File: src/design/msp_pkg.sv
// Types, constants and codes of the motor speed PD controller with brake.
`timescale 1ns / 1ps

package msp_pkg;

    localparam int SPEED_W    = 11;
    localparam int ERR_W      = 12;
    localparam int DERR_W     = 13;
    localparam int DUTY_W     = 14;
    localparam int GAIN_W     = 8;
    localparam int CNT_W      = 8;
    localparam int THR_W      = 5;
    localparam int SUM_W      = 23;
    localparam int CFG_IDX_W  = 3;
    localparam int CFG_DATA_W = 14;

    typedef enum logic [CFG_IDX_W-1:0] {
        REG_GAIN_P       = 3'd0,
        REG_GAIN_D       = 3'd1,
        REG_DUTY_LIMIT   = 3'd2,
        REG_BOOST_DUTY   = 3'd3,
        REG_BOOST_MARGIN = 3'd4
    } cfg_reg_t;

    typedef enum logic [1:0] {
        MODE_BRAKE = 2'd0,
        MODE_BOOST = 2'd1,
        MODE_PID   = 2'd2
    } drive_mode_t;

    // Register reset values
    localparam logic [GAIN_W-1:0] GAIN_P_RST       = 8'd40;
    localparam logic [GAIN_W-1:0] GAIN_D_RST       = 8'd25;
    localparam logic [DUTY_W-1:0] DUTY_LIMIT_RST   = 14'd7000;
    localparam logic [DUTY_W-1:0] BOOST_DUTY_RST   = 14'd5500;
    localparam logic [GAIN_W-1:0] BOOST_MARGIN_RST = 8'd6;

    // Reverse-brake duties
    localparam logic [DUTY_W-1:0] BRAKE_RING     = 14'd4500;
    localparam logic [DUTY_W-1:0] BRAKE_OBSTACLE = 14'd1000;
    localparam logic [DUTY_W-1:0] BRAKE_STOP     = 14'd2000;
    localparam logic [DUTY_W-1:0] BRAKE_RAMP     = 14'd1000;
    localparam logic [DUTY_W-1:0] BRAKE_NONE     = 14'd0;

    // Error thresholds below which the motor reverses
    localparam logic signed [THR_W-1:0] THR_RING     = 5'sd0;
    localparam logic signed [THR_W-1:0] THR_OBSTACLE = -5'sd6;
    localparam logic signed [THR_W-1:0] THR_STOP     = -5'sd4;
    localparam logic signed [THR_W-1:0] THR_RAMP     = -5'sd5;
    localparam logic signed [THR_W-1:0] THR_ENTRY    = 5'sd0;
    localparam logic signed [THR_W-1:0] THR_DEFAULT  = -5'sd10;

    localparam logic [CNT_W-1:0]          STOP_DELAY_MIN = 8'd30;
    localparam logic [CNT_W-1:0]          STRAIGHT_MIN   = 8'd20;
    localparam logic signed [SPEED_W-1:0] STOP_SPEED_MIN = 11'sd6;

    typedef struct packed {
        logic [GAIN_W-1:0] gain_p;
        logic [GAIN_W-1:0] gain_d;
        logic [DUTY_W-1:0] duty_limit;
        logic [DUTY_W-1:0] boost_duty;
        logic [GAIN_W-1:0] boost_margin;
    } cfg_t;

    typedef struct packed {
        logic signed [SPEED_W-1:0] target_speed;
        logic signed [SPEED_W-1:0] measured_speed;
        logic                      ring_turn;
        logic                      obstacle;
        logic [CNT_W-1:0]          stop_delay_count;
        logic                      ramp;
        logic [CNT_W-1:0]          straight_count;
        logic                      straight_entry;
        logic                      steady_mode;
        logic                      start_line_seen;
    } item_t;

    typedef struct packed {
        logic signed [ERR_W-1:0] prev_error;
        logic [DUTY_W-1:0]       prev_duty;
    } state_t;

    typedef struct packed {
        logic              reverse;
        logic [DUTY_W-1:0] duty;
        drive_mode_t       drive_mode;
        logic              clear_straight_entry;
    } res_t;

endpackage

File: src/design/motor_speed_pid_with_brake_core.sv
// Path: an accepted input is held in the input register, then its result in the result register.
// Throughput: one item per cycle unless the result side stalls; the PD state is updated as an
//   item passes into the result register, so the next item in the input register already sees it.
// The duty loop (8-bit gains by the 12-bit error and 13-bit error change, add/clamp) sets the path.
// Reset (aresetn, synchronous, active low): both stages empty, PD state zero,
//   registers to their defaults; configuration writes are taken every cycle.
`timescale 1ns / 1ps

module motor_speed_pid_with_brake_core (
    input  logic                                  aclk,
    input  logic                                  aresetn,
    // input channel
    input  logic                                  s_valid,
    output logic                                  s_ready,
    input  logic signed [msp_pkg::SPEED_W-1:0]    s_target_speed,
    input  logic signed [msp_pkg::SPEED_W-1:0]    s_measured_speed,
    input  logic                                  s_ring_turn,
    input  logic                                  s_obstacle,
    input  logic [msp_pkg::CNT_W-1:0]             s_stop_delay_count,
    input  logic                                  s_ramp,
    input  logic [msp_pkg::CNT_W-1:0]             s_straight_count,
    input  logic                                  s_straight_entry,
    input  logic                                  s_steady_mode,
    input  logic                                  s_start_line_seen,
    // result channel
    output logic                                  m_valid,
    input  logic                                  m_ready,
    output logic                                  m_reverse,
    output logic [msp_pkg::DUTY_W-1:0]            m_duty,
    output logic [1:0]                            m_drive_mode,
    output logic                                  m_clear_straight_entry,
    // configuration write channel
    input  logic                                  cfg_valid,
    output logic                                  cfg_ready,
    input  logic [msp_pkg::CFG_IDX_W-1:0]         cfg_index,
    input  logic [msp_pkg::CFG_DATA_W-1:0]        cfg_wdata
);

    msp_pkg::cfg_t   cfg;
    msp_pkg::item_t  item_reg, item_next;
    msp_pkg::state_t state_reg, state_next;
    msp_pkg::res_t   res_reg, res_comb;
    logic            in_valid_reg, in_valid_next;
    logic            out_valid_reg, out_valid_next;
    logic            s_xfer;
    logic            advance;

    // Config writes never stall.
    assign cfg_ready = 1'b1;

    msp_cfg u_cfg (
        .aclk      (aclk),
        .aresetn   (aresetn),
        .cfg_valid (cfg_valid),
        .cfg_index (cfg_index),
        .cfg_wdata (cfg_wdata),
        .cfg       (cfg)
    );

    msp_calc u_calc (
        .item       (item_reg),
        .cfg        (cfg),
        .state      (state_reg),
        .res        (res_comb),
        .state_next (state_next)
    );

    // An item moves on when the result register is empty or being drained.
    assign advance = in_valid_reg && (!out_valid_reg || m_ready);
    assign s_ready = !in_valid_reg || advance;
    assign s_xfer  = s_valid && s_ready;

    always_comb begin
        item_next.target_speed     = s_target_speed;
        item_next.measured_speed   = s_measured_speed;
        item_next.ring_turn        = s_ring_turn;
        item_next.obstacle         = s_obstacle;
        item_next.stop_delay_count = s_stop_delay_count;
        item_next.ramp             = s_ramp;
        item_next.straight_count   = s_straight_count;
        item_next.straight_entry   = s_straight_entry;
        item_next.steady_mode      = s_steady_mode;
        item_next.start_line_seen  = s_start_line_seen;

        in_valid_next = in_valid_reg;
        if (s_xfer) begin
            in_valid_next = 1'b1;
        end else if (advance) begin
            in_valid_next = 1'b0;
        end

        out_valid_next = out_valid_reg;
        if (advance) begin
            out_valid_next = 1'b1;
        end else if (m_ready) begin
            out_valid_next = 1'b0;
        end
    end

    // Control and PD state
    always_ff @(posedge aclk) begin
        if (!aresetn) begin
            in_valid_reg  <= 1'b0;
            out_valid_reg <= 1'b0;
            state_reg     <= '0;
        end else begin
            in_valid_reg  <= in_valid_next;
            out_valid_reg <= out_valid_next;
            if (advance) begin
                state_reg <= state_next;
            end
        end
    end

    // Payload registers
    always_ff @(posedge aclk) begin
        if (s_xfer) begin
            item_reg <= item_next;
        end
        if (advance) begin
            res_reg <= res_comb;
        end
    end

    assign m_valid                = out_valid_reg;
    assign m_reverse              = res_reg.reverse;
    assign m_duty                 = res_reg.duty;
    assign m_drive_mode           = res_reg.drive_mode;
    assign m_clear_straight_entry = res_reg.clear_straight_entry;

endmodule

File: src/design/msp_cfg.sv
// Configuration register file of the speed controller.
`timescale 1ns / 1ps

module msp_cfg (
    input  logic                             aclk,
    input  logic                             aresetn,
    input  logic                             cfg_valid,
    input  logic [msp_pkg::CFG_IDX_W-1:0]    cfg_index,
    input  logic [msp_pkg::CFG_DATA_W-1:0]   cfg_wdata,
    output msp_pkg::cfg_t                    cfg
);

    msp_pkg::cfg_t cfg_reg;
    msp_pkg::cfg_t cfg_next;

    always_comb begin
        cfg_next = cfg_reg;
        if (cfg_valid) begin
            case (cfg_index)
                msp_pkg::REG_GAIN_P:
                    cfg_next.gain_p = cfg_wdata[msp_pkg::GAIN_W-1:0];
                msp_pkg::REG_GAIN_D:
                    cfg_next.gain_d = cfg_wdata[msp_pkg::GAIN_W-1:0];
                msp_pkg::REG_DUTY_LIMIT:
                    cfg_next.duty_limit = cfg_wdata[msp_pkg::DUTY_W-1:0];
                msp_pkg::REG_BOOST_DUTY:
                    cfg_next.boost_duty = cfg_wdata[msp_pkg::DUTY_W-1:0];
                msp_pkg::REG_BOOST_MARGIN:
                    cfg_next.boost_margin = cfg_wdata[msp_pkg::GAIN_W-1:0];
                default: ;  // unmapped index: dropped
            endcase
        end
    end

    always_ff @(posedge aclk) begin
        if (!aresetn) begin
            cfg_reg.gain_p       <= msp_pkg::GAIN_P_RST;
            cfg_reg.gain_d       <= msp_pkg::GAIN_D_RST;
            cfg_reg.duty_limit   <= msp_pkg::DUTY_LIMIT_RST;
            cfg_reg.boost_duty   <= msp_pkg::BOOST_DUTY_RST;
            cfg_reg.boost_margin <= msp_pkg::BOOST_MARGIN_RST;
        end else begin
            cfg_reg <= cfg_next;
        end
    end

    assign cfg = cfg_reg;

endmodule

File: src/design/msp_calc.sv
// Single-pass PD duty, brake selection and drive decision for one tick.
`timescale 1ns / 1ps

module msp_calc (
    input  msp_pkg::item_t  item,
    input  msp_pkg::cfg_t   cfg,
    input  msp_pkg::state_t state,
    output msp_pkg::res_t   res,
    output msp_pkg::state_t state_next
);

    localparam int SW = msp_pkg::SUM_W;

    logic [msp_pkg::DUTY_W-1:0]         brake_duty;
    logic signed [msp_pkg::THR_W-1:0]   thresh;
    logic                               clr;
    logic signed [msp_pkg::ERR_W-1:0]   err;
    logic signed [msp_pkg::DERR_W-1:0]  derr;
    logic signed [SW-1:0]               gp_s, gd_s, err_s, derr_s, pd_s, lim_s;
    logic signed [SW-1:0]               p_term, d_term, u;
    logic [msp_pkg::DUTY_W-1:0]         u_cl;
    logic signed [msp_pkg::ERR_W-1:0]   thresh_e, margin_e;

    // Road-flag priority chain
    always_comb begin
        clr = 1'b0;
        if (item.ring_turn) begin
            brake_duty = msp_pkg::BRAKE_RING;
            thresh     = msp_pkg::THR_RING;
        end else if (item.obstacle) begin
            brake_duty = msp_pkg::BRAKE_OBSTACLE;
            thresh     = msp_pkg::THR_OBSTACLE;
        end else if (item.stop_delay_count > msp_pkg::STOP_DELAY_MIN &&
                     item.measured_speed > msp_pkg::STOP_SPEED_MIN) begin
            brake_duty = msp_pkg::BRAKE_STOP;
            thresh     = msp_pkg::THR_STOP;
        end else if (item.ramp) begin
            brake_duty = msp_pkg::BRAKE_RAMP;
            thresh     = msp_pkg::THR_RAMP;
        end else if (item.straight_count > msp_pkg::STRAIGHT_MIN) begin
            clr        = 1'b1;
            brake_duty = msp_pkg::BRAKE_NONE;
            thresh     = msp_pkg::THR_DEFAULT;
        end else if (item.straight_entry) begin
            brake_duty = msp_pkg::BRAKE_NONE;
            thresh     = msp_pkg::THR_ENTRY;
        end else begin
            brake_duty = msp_pkg::BRAKE_NONE;
            thresh     = msp_pkg::THR_DEFAULT;
        end
        // steady rule overrides the chain but leaves the clear flag
        if (item.steady_mode && !item.start_line_seen) begin
            brake_duty = msp_pkg::BRAKE_NONE;
            thresh     = msp_pkg::THR_DEFAULT;
        end
    end

    // Incremental PD sum
    always_comb begin
        err    = {item.target_speed[msp_pkg::SPEED_W-1], item.target_speed}
               - {item.measured_speed[msp_pkg::SPEED_W-1], item.measured_speed};
        derr   = {err[msp_pkg::ERR_W-1], err}
               - {state.prev_error[msp_pkg::ERR_W-1], state.prev_error};
        gp_s   = {{(SW-msp_pkg::GAIN_W){1'b0}}, cfg.gain_p};
        gd_s   = {{(SW-msp_pkg::GAIN_W){1'b0}}, cfg.gain_d};
        err_s  = {{(SW-msp_pkg::ERR_W){err[msp_pkg::ERR_W-1]}}, err};
        derr_s = {{(SW-msp_pkg::DERR_W){derr[msp_pkg::DERR_W-1]}}, derr};
        pd_s   = {{(SW-msp_pkg::DUTY_W){1'b0}}, state.prev_duty};
        lim_s  = {{(SW-msp_pkg::DUTY_W){1'b0}}, cfg.duty_limit};
        p_term = gp_s * err_s;
        d_term = gd_s * derr_s;
        u      = pd_s + p_term + d_term;
        if (u > lim_s) begin
            u_cl = cfg.duty_limit;
        end else if (u < 0) begin
            u_cl = '0;
        end else begin
            u_cl = u[msp_pkg::DUTY_W-1:0];
        end
    end

    // Drive decision
    always_comb begin
        thresh_e = {{(msp_pkg::ERR_W-msp_pkg::THR_W){thresh[msp_pkg::THR_W-1]}}, thresh};
        margin_e = {{(msp_pkg::ERR_W-msp_pkg::GAIN_W){1'b0}}, cfg.boost_margin};
        res.clear_straight_entry = clr;
        if (err < thresh_e) begin
            res.reverse    = 1'b1;
            res.duty       = brake_duty;
            res.drive_mode = msp_pkg::MODE_BRAKE;
        end else if (err > margin_e) begin
            res.reverse    = 1'b0;
            res.duty       = cfg.boost_duty;
            res.drive_mode = msp_pkg::MODE_BOOST;
        end else begin
            res.reverse    = 1'b0;
            res.duty       = u_cl;
            res.drive_mode = msp_pkg::MODE_PID;
        end
        state_next.prev_error = err;
        state_next.prev_duty  = u_cl;
    end

endmodule

File: config.mk
export PLATFORM = sky130hd
export DESIGN_NAME = motor_speed_pid_with_brake_core
export DESIGN_NICKNAME = d
export VERILOG_FILES = /design/src/design/msp_pkg.sv /design/src/design/motor_speed_pid_with_brake_core.sv /design/src/design/msp_cfg.sv /design/src/design/msp_calc.sv
export SDC_FILE = /design/constraint.sdc
export NUM_CORES = 1
export LEC_CHECK = 0
export BUFFER_PORTS_ARGS = -buffer_cell sky130_fd_sc_hd__buf_4
export CAP_MARGIN = 5
export CORE_MARGIN = 2
export CORE_UTILIZATION = 60
export CTS_CLUSTER_SIZE = 24
export DETAILED_ROUTE_END_ITERATION = 16
export GPL_ROUTABILITY_DRIVEN = 0
export GPL_TIMING_DRIVEN = 0
export PLACE_DENSITY = 0.79
export RECOVER_POWER = 25
export SYNTH_ARGS = -nofsm -noshare
export SYNTH_HDL_FRONTEND = slang
export SYNTH_SLANG_ARGS = --single-unit
File: constraint.sdc
create_clock -name aclk -period 21.7 [get_ports aclk]
set_clock_uncertainty 0.1 [all_clocks]
set_input_delay 2.17 -clock aclk [delete_from_list [all_inputs] [get_ports aclk]]
set_output_delay 2.17 -clock aclk [all_outputs]
set_load 0.05 [all_outputs]
==> results.cfg, run 1 <==
[route]
avgRoutedWirePerCell_um = 16.5
firstDrtPassIters = 5
drc = 0
first_iter_violations = 742
wl_um = 36400
dr_total_vias = 12195
vias_per_cell = 5.54
antenna_left = 0

[worst_setup_path]
cpMaxStageDelayCell = xnor2_1
cp_common_cell = fa_1
cp.required_ps = 21750
critPathMaxStageDelay_ps = 1070
reg2reg_to = m_duty[8]
rr_worst_depth = 40
crit_type = reg2reg
reg2reg_from = item_reg[22]
end_kind = register
cp_top_family = adder cells
path_max_fanout = 12
arrival_ps = 12720
ff2ff_setup_slack_ps = 9030
start_kind = register
critPathBufInv = 5

[final_layout]
multi_input_area_sq_um = 10600
largest_reg_flops = 52
nNetsFinal = 2276
drive_gt1_frac = 0.0766
fill_cells = 2024
num_antenna_cells = 0
synthToLayoutAreaGrowth_pct = 10.5
regArea_sq_um = 3460

[clock_tree]
path_clk_slew_ps = 70
cts_root_buf = clkbuf_16
ctsLongestPathBuffers = 2
post-cts-setup-buffer-count = 0
clk_latency_ps = 430
clock_sinks = 142
htreeDepth = 4
cts_resized = 0
cts_tree = built
cts_buffers = 17
postCtsHoldBufs = 0

[sta]
maxSlewViolCount = 0
fin_crit_ps = 12670
fin_crit_sh = 0.584
setup_viol = 0
worst_pin_slew_ps = 1390
worst_slack_ps = 9030
fmax_ghz = 0.0790
rsz0062_at_grt = false
relSlewSlack = 0.0654
timing.hold.ws_ps = 353
finalHoldViolCount = 0
fin_tns_setup_ps = 0

[synth]
synth_fa_ha_area_frac = 0.377
syn-mean-instance-area_sq_um = 8.94
ys_ff_latch = 142
synth_enable_flop_cells = 62
synth_top_family_by_area = adder cells
yosysUniqueCellTypes = 78
async_flop_share = 0
synth_area_sq_um = 15600
synth.yosys.seq_area_share = 0.222
synthSimpleGateAreaFrac = 0.158
synth_cells = 1748
synth.area.mux_share = 0.00960
synth_warnings = 0
synth_compound_area_frac = 0.102
synthXorXnorAreaFrac = 0.0330
synthFlopType = dfxtp_1
synthesis.nets = 2170

[floorplanning]
start_util = 0.605
io_pins = 87
die-area_sq_um = 27400
die_y_um = 165
die-width_um = 165
core_sq_um = 25800
row_count = 59

[worst_hold_path]
hold_path_class = reg2reg
min-delay-start = state_reg[7]
hold_end = state_reg[7]
min_path_cells = 2

[grt]
overflow = 0
track_usage = 0.283
antenna_found_initial = 0
grt_max_degree = 45
grt_pass1_wl_um = 59700
grt_pass1_vias = 12261

[status]
status = completed

[placed_design]
dpl_worst_slack_ps = 9100
portBuffers = 84
dpl.hpwl_um = 29400

[run]
max_cap_viol_count = 0
## metrics by stage
step	cells	util	instance area (sq um)
2_1_floorplan	1748	-	15600
3_3_place_gp	2167	0.646	16700
3_5_place_dp	2168	0.646	16700
4_1_cts	2200	0.668	17300
5_1_grt	2202	0.668	17300
6_report	2202	0.668	17300
## per-layer routing
| layer | GRT usage | part of all wire | up-vias |
|---|---|---|---|
| met5 | 0 | 0 | - |
| met4 | 0.0991 | 0.032 | 0 |
| met3 | 0.0574 | 0.066 | 80 |
| met2 | 0.488 | 0.49 | 414 |
| met1 | 0.353 | 0.42 | 5915 |
| li1 | - | - | 5786 |
## cells in the mapped netlist (3+ instances only)
cell | n | area [sq um]
nand2_1 | 261 | 980
or2_2 | 4 | 25.0
o221ai_1 | 3 | 26.3
o21ai_0 | 30 | 150
xnor2_1 | 43 | 377
o21ai_1 | 24 | 120
o21bai_1 | 8 | 60.1
a31oi_1 | 6 | 37.5
a211oi_1 | 11 | 82.6
mux2i_1 | 15 | 150
nand2b_1 | 12 | 75.1
inv_1 | 352 | 1320
xor2_1 | 14 | 123
and2_1 | 90 | 563
o31ai_1 | 5 | 37.5
a311oi_1 | 3 | 26.3
a2111oi_0 | 4 | 35.0
or3_1 | 4 | 25.0
dfxtp_1 | 80 | 1600
nor3_1 | 11 | 55.1
nand3_1 | 33 | 165
nor2b_1 | 29 | 181
nor2_1 | 50 | 188
fa_1 | 191 | 3820
o211ai_1 | 15 | 113
and3_1 | 4 | 25.0
ha_1 | 165 | 2060
clkbuf_1 | 44 | 165
nand4_1 | 5 | 31.3
edfxtp_1 | 62 | 1860
o21a_1 | 15 | 113
a21oi_1 | 83 | 415
a22oi_1 | 3 | 22.5
a21o_1 | 13 | 97.6
nor4_1 | 6 | 37.5
## logic make-up (layout without fill, tap and decap cells)
logic type / count (synthesis) / in the layout
and+or+nand+nor: 522 / 522
buffers and inverters: 403 / 522
adders and majority gates: 356 / 356
AOI/OAI and AO/OA: 251 / 251
DFF: 142 / 142
xor gates and xnor gates: 58 / 58
muxes: 15 / 15
other: 1 / 1
## final cells by class
type,instances,share of cell area
Tap cell,335,0.0243
Sequential cell,142,0.201
Buffer,49,0.0123
Timing Repair Buffer,87,0.0372
Clock inverter,15,0.00840
Inverter,354,0.0769
Multi-Input combinational cell,1203,0.616
Clock buffer,17,0.0246
## placed cells by master, fill, tap and decap left out, drive strengths merged, types with 5 or more instances in the layout
| master | n |
|---|---|
| a31oi | 6 |
| and2 | 91 |
| ha | 165 |
| o21bai | 8 |
| o31ai | 5 |
| clkbuf | 109 |
| mux2i | 15 |
| edfxtp | 62 |
| buf | 44 |
| fa | 191 |
| xnor2 | 43 |
| or3 | 5 |
| nor4 | 7 |
| a21oi | 83 |
| nor2 | 51 |
| inv | 362 |
| clkinv | 6 |
| nand3 | 33 |
| o211ai | 16 |
| nor3 | 11 |
| a21o | 13 |
| nand4 | 6 |
| o21ai | 56 |
| o21a | 15 |
| nand2 | 262 |
| nor2b | 29 |
| dfxtp | 80 |
| a211oi | 12 |
| nand2b | 12 |
| xor2 | 15 |
## worst max path at each step
stage / depth (start not counted) / end / from / slack [ps]
2_1_floorplan: 41 / m_duty[9] / item_reg[22] / 11460
3_3_place_gp: 41 / m_duty[8] / item_reg[22] / 9240
3_5_place_dp: 40 / m_duty[7] / item_reg[22] / 9100
4_1_cts: 40 / m_duty[7] / item_reg[22] / 9020
5_1_grt: 41 / m_duty[8] / item_reg[22] / 8430
6_report: 40 / m_duty[8] / item_reg[22] / 9030
## worst min-delay path, stage by stage (launching register included)
cell	delay (ps)
dfxtp_1	310
nand2_1	50
o21ai_1	50
Power of run 1 is left out: the tool's default activity adds up to more than one toggle a clock period on the data nets, which glitch-free logic cannot reach.
==> run 2: changes to the inputs <==
--- a/config.mk
+++ b/config.mk
@@ -5,10 +5,11 @@
 export SDC_FILE = /design/constraint.sdc
 export NUM_CORES = 1
 export LEC_CHECK = 0
+export ABC_AREA = 1
 export BUFFER_PORTS_ARGS = -buffer_cell sky130_fd_sc_hd__buf_4
 export CAP_MARGIN = 5
 export CORE_MARGIN = 2
-export CORE_UTILIZATION = 60
+export CORE_UTILIZATION = 58
 export CTS_CLUSTER_SIZE = 24
 export DETAILED_ROUTE_END_ITERATION = 16
 export GPL_ROUTABILITY_DRIVEN = 0
==> constraint.sdc (replaced) <==
create_clock -name aclk -period 10.2 [get_ports aclk]
set_clock_uncertainty 0.1 [all_clocks]
set_input_delay 1.02 -clock aclk [delete_from_list [all_inputs] [get_ports aclk]]
set_output_delay 1.02 -clock aclk [all_outputs]
set_load 0.05 [all_outputs]
==> results.cfg, run 2 <==
[status]
status = completed

[worst_setup_path]
start_kind = register
cpMaxStageDelayCell = fa_1
end_kind = register
rr_worst_depth = 48
cp.required_ps = 10280
cp_common_cell = inv_1
critPathMaxStageDelay_ps = 540
arrival_ps = 9990
crit_type = reg2reg
path_max_fanout = 10

[worst_hold_path]
min_path_cells = 2
hold_path_class = reg2reg

[sta]
maxSlewViolCount = 0
relSlewSlack = 0.103
fin_crit_sh = 0.972
fmax_ghz = 0.101
setup_viol = 0
fin_crit_ps = 9920
worst_pin_slew_ps = 1330
finalHoldViolCount = 0

[clock_tree]
postCtsHoldBufs = 0
clk_latency_ps = 430
ctsLongestPathBuffers = 2
cts_root_buf = clkbuf_16
path_clk_slew_ps = 60
clock_sinks = 142
htreeDepth = 4
cts_tree = built
cts_buffers = 17

[synth]
synth.yosys.seq_area_share = 0.209
synthSimpleGateAreaFrac = 0.196
ys_ff_latch = 142
synth_cells = 2124
yosysUniqueCellTypes = 51
synth_area_sq_um = 16600
synthesis.nets = 2546
synth_compound_area_frac = 0.0837
synthXorXnorAreaFrac = 0.0237
yosysMostFrequentCell = inv_1
synth_top_area_frac = 0.230
synth_top_family_by_area = adder cells
synth_common_cells = 515 x inv_1, 399 x nand2_1, 191 x fa_1, 165 x ha_1, 162 x nor2_1
synthTopCellsByArea = fa_1 23%, ha_1 12%, inv_1 12%
synth_enable_flop_cells = 62
synthFlopType = dfxtp_1
yosys.area.top_type = fa_1
synth_warnings = 0
synth.area.mux_share = 0
async_flop_share = 0
syn-mean-instance-area_sq_um = 7.82
synth_fa_ha_area_frac = 0.355

[final_layout]
synthToLayoutAreaGrowth_pct = 12.5
fill_cells = 2246
finalNonFillerCells = 2630
layout_commonest_cell = inv_1
largest_reg_flops = 52
drive_gt1_frac = 0.111
nNetsFinal = 2661
final_cell_mix = 506 x inv_1, 393 x nand2_1, 191 x fa_1
num_antenna_cells = 0

[route]
avgRoutedWirePerCell_um = 16.5
wl_um = 43300
firstDrtPassIters = 7
first_iter_violations = 1316
dr_total_vias = 14438
antenna_left = 0
vias_per_cell = 5.49
drc = 0

[floorplanning]
core_sq_um = 28000
start_util = 0.593
die-area_sq_um = 30000
die-width_um = 173
die_y_um = 173
row_count = 61
io_pins = 87

[grt]
overflow = 0
track_usage = 0.290
antenna_found_initial = 0
grt_pass1_wl_um = 70000
grt_max_degree = 45
grt_pass1_vias = 14475

[run]
max_cap_viol_count = 0

[placed_design]
portBuffers = 84
dpl.hpwl_um = 34700
dp.cells = 2586
-- run 2: worst paths after layout --
| check | from | endpoint | slack [ps] |
|---|---|---|---|
| max | item_reg[22] | m_duty[3] | 280 |
| min | u_cfg.cfg[16] | u_cfg.cfg[16] | 360 |
| max reg2reg | item_reg[22] | m_duty[3] | 280 |
| min reg2reg | u_cfg.cfg[16] | u_cfg.cfg[16] | 360 |
-- run 2: final cells by class --
type                       count  area [sq um]  share of cell area
clock buffer                  18           429              0.0230
buffer                        46           229              0.0123
inverter                     527          1990               0.107
timing repair buffer          97           721              0.0386
sequential                   142          3460               0.186
clock inverter                14           136             0.00731
tap                          378           473              0.0253
multi-input combinational   1408         11200               0.601
-- run 2: timing repair --
item	in CTS	in global routing
buffers inserted	0	13
resized for setup	8	66
endpoints found under the setup margin	10	28
pin swaps	0	8
-- run 2: metrics by stage --
step / setup TNS [ps] / hold slack (ps) / cell area (sq um) / setup WS (ps) / utilization
after floorplan: 0 / 329 / 16600 / 1370 / -
after global placement: 0 / 340 / 17700 / 15.9 / 0.632
after detailed placement: -571 / 343 / 17700 / -82.9 / 0.632
after CTS: 0 / 359 / 18300 / 0.855 / 0.653
after global routing: -1020 / 374 / 18700 / -158 / 0.666
final: 0 / 362 / 18700 / 281 / 0.666
-- run 2: routing by layer --
metal / up-vias / global-route usage / part of all wire
li1: 6768 / - / -
met5: - / 0 / 0
met1: 6852 / 0.370 / 0.40
met2: 661 / 0.487 / 0.47
met4: 0 / 0.124 / 0.047
met3: 157 / 0.0482 / 0.084
-- run 2: cell families after synthesis --
group                      Yosys count
and+or+nand+nor                    757
buffers and inverters              574
adders and majority gates          356
AOI/OAI and AO/OA                  250
DFF                                142
xor gates and xnor gates            44
other                                1
-- run 2: critical path: cells and delay by family, from the launching register on --
family	cells	cell delay, ps
adder cells (fa/ha/maj)	11	4930
AND/OR/NAND/NOR	18	2010
buffers and inverters	13	1160
AO/OA/AOI/OAI	5	820
flip-flops	1	420
XOR/XNOR	1	190
Power of run 2 is left out for the same reason.
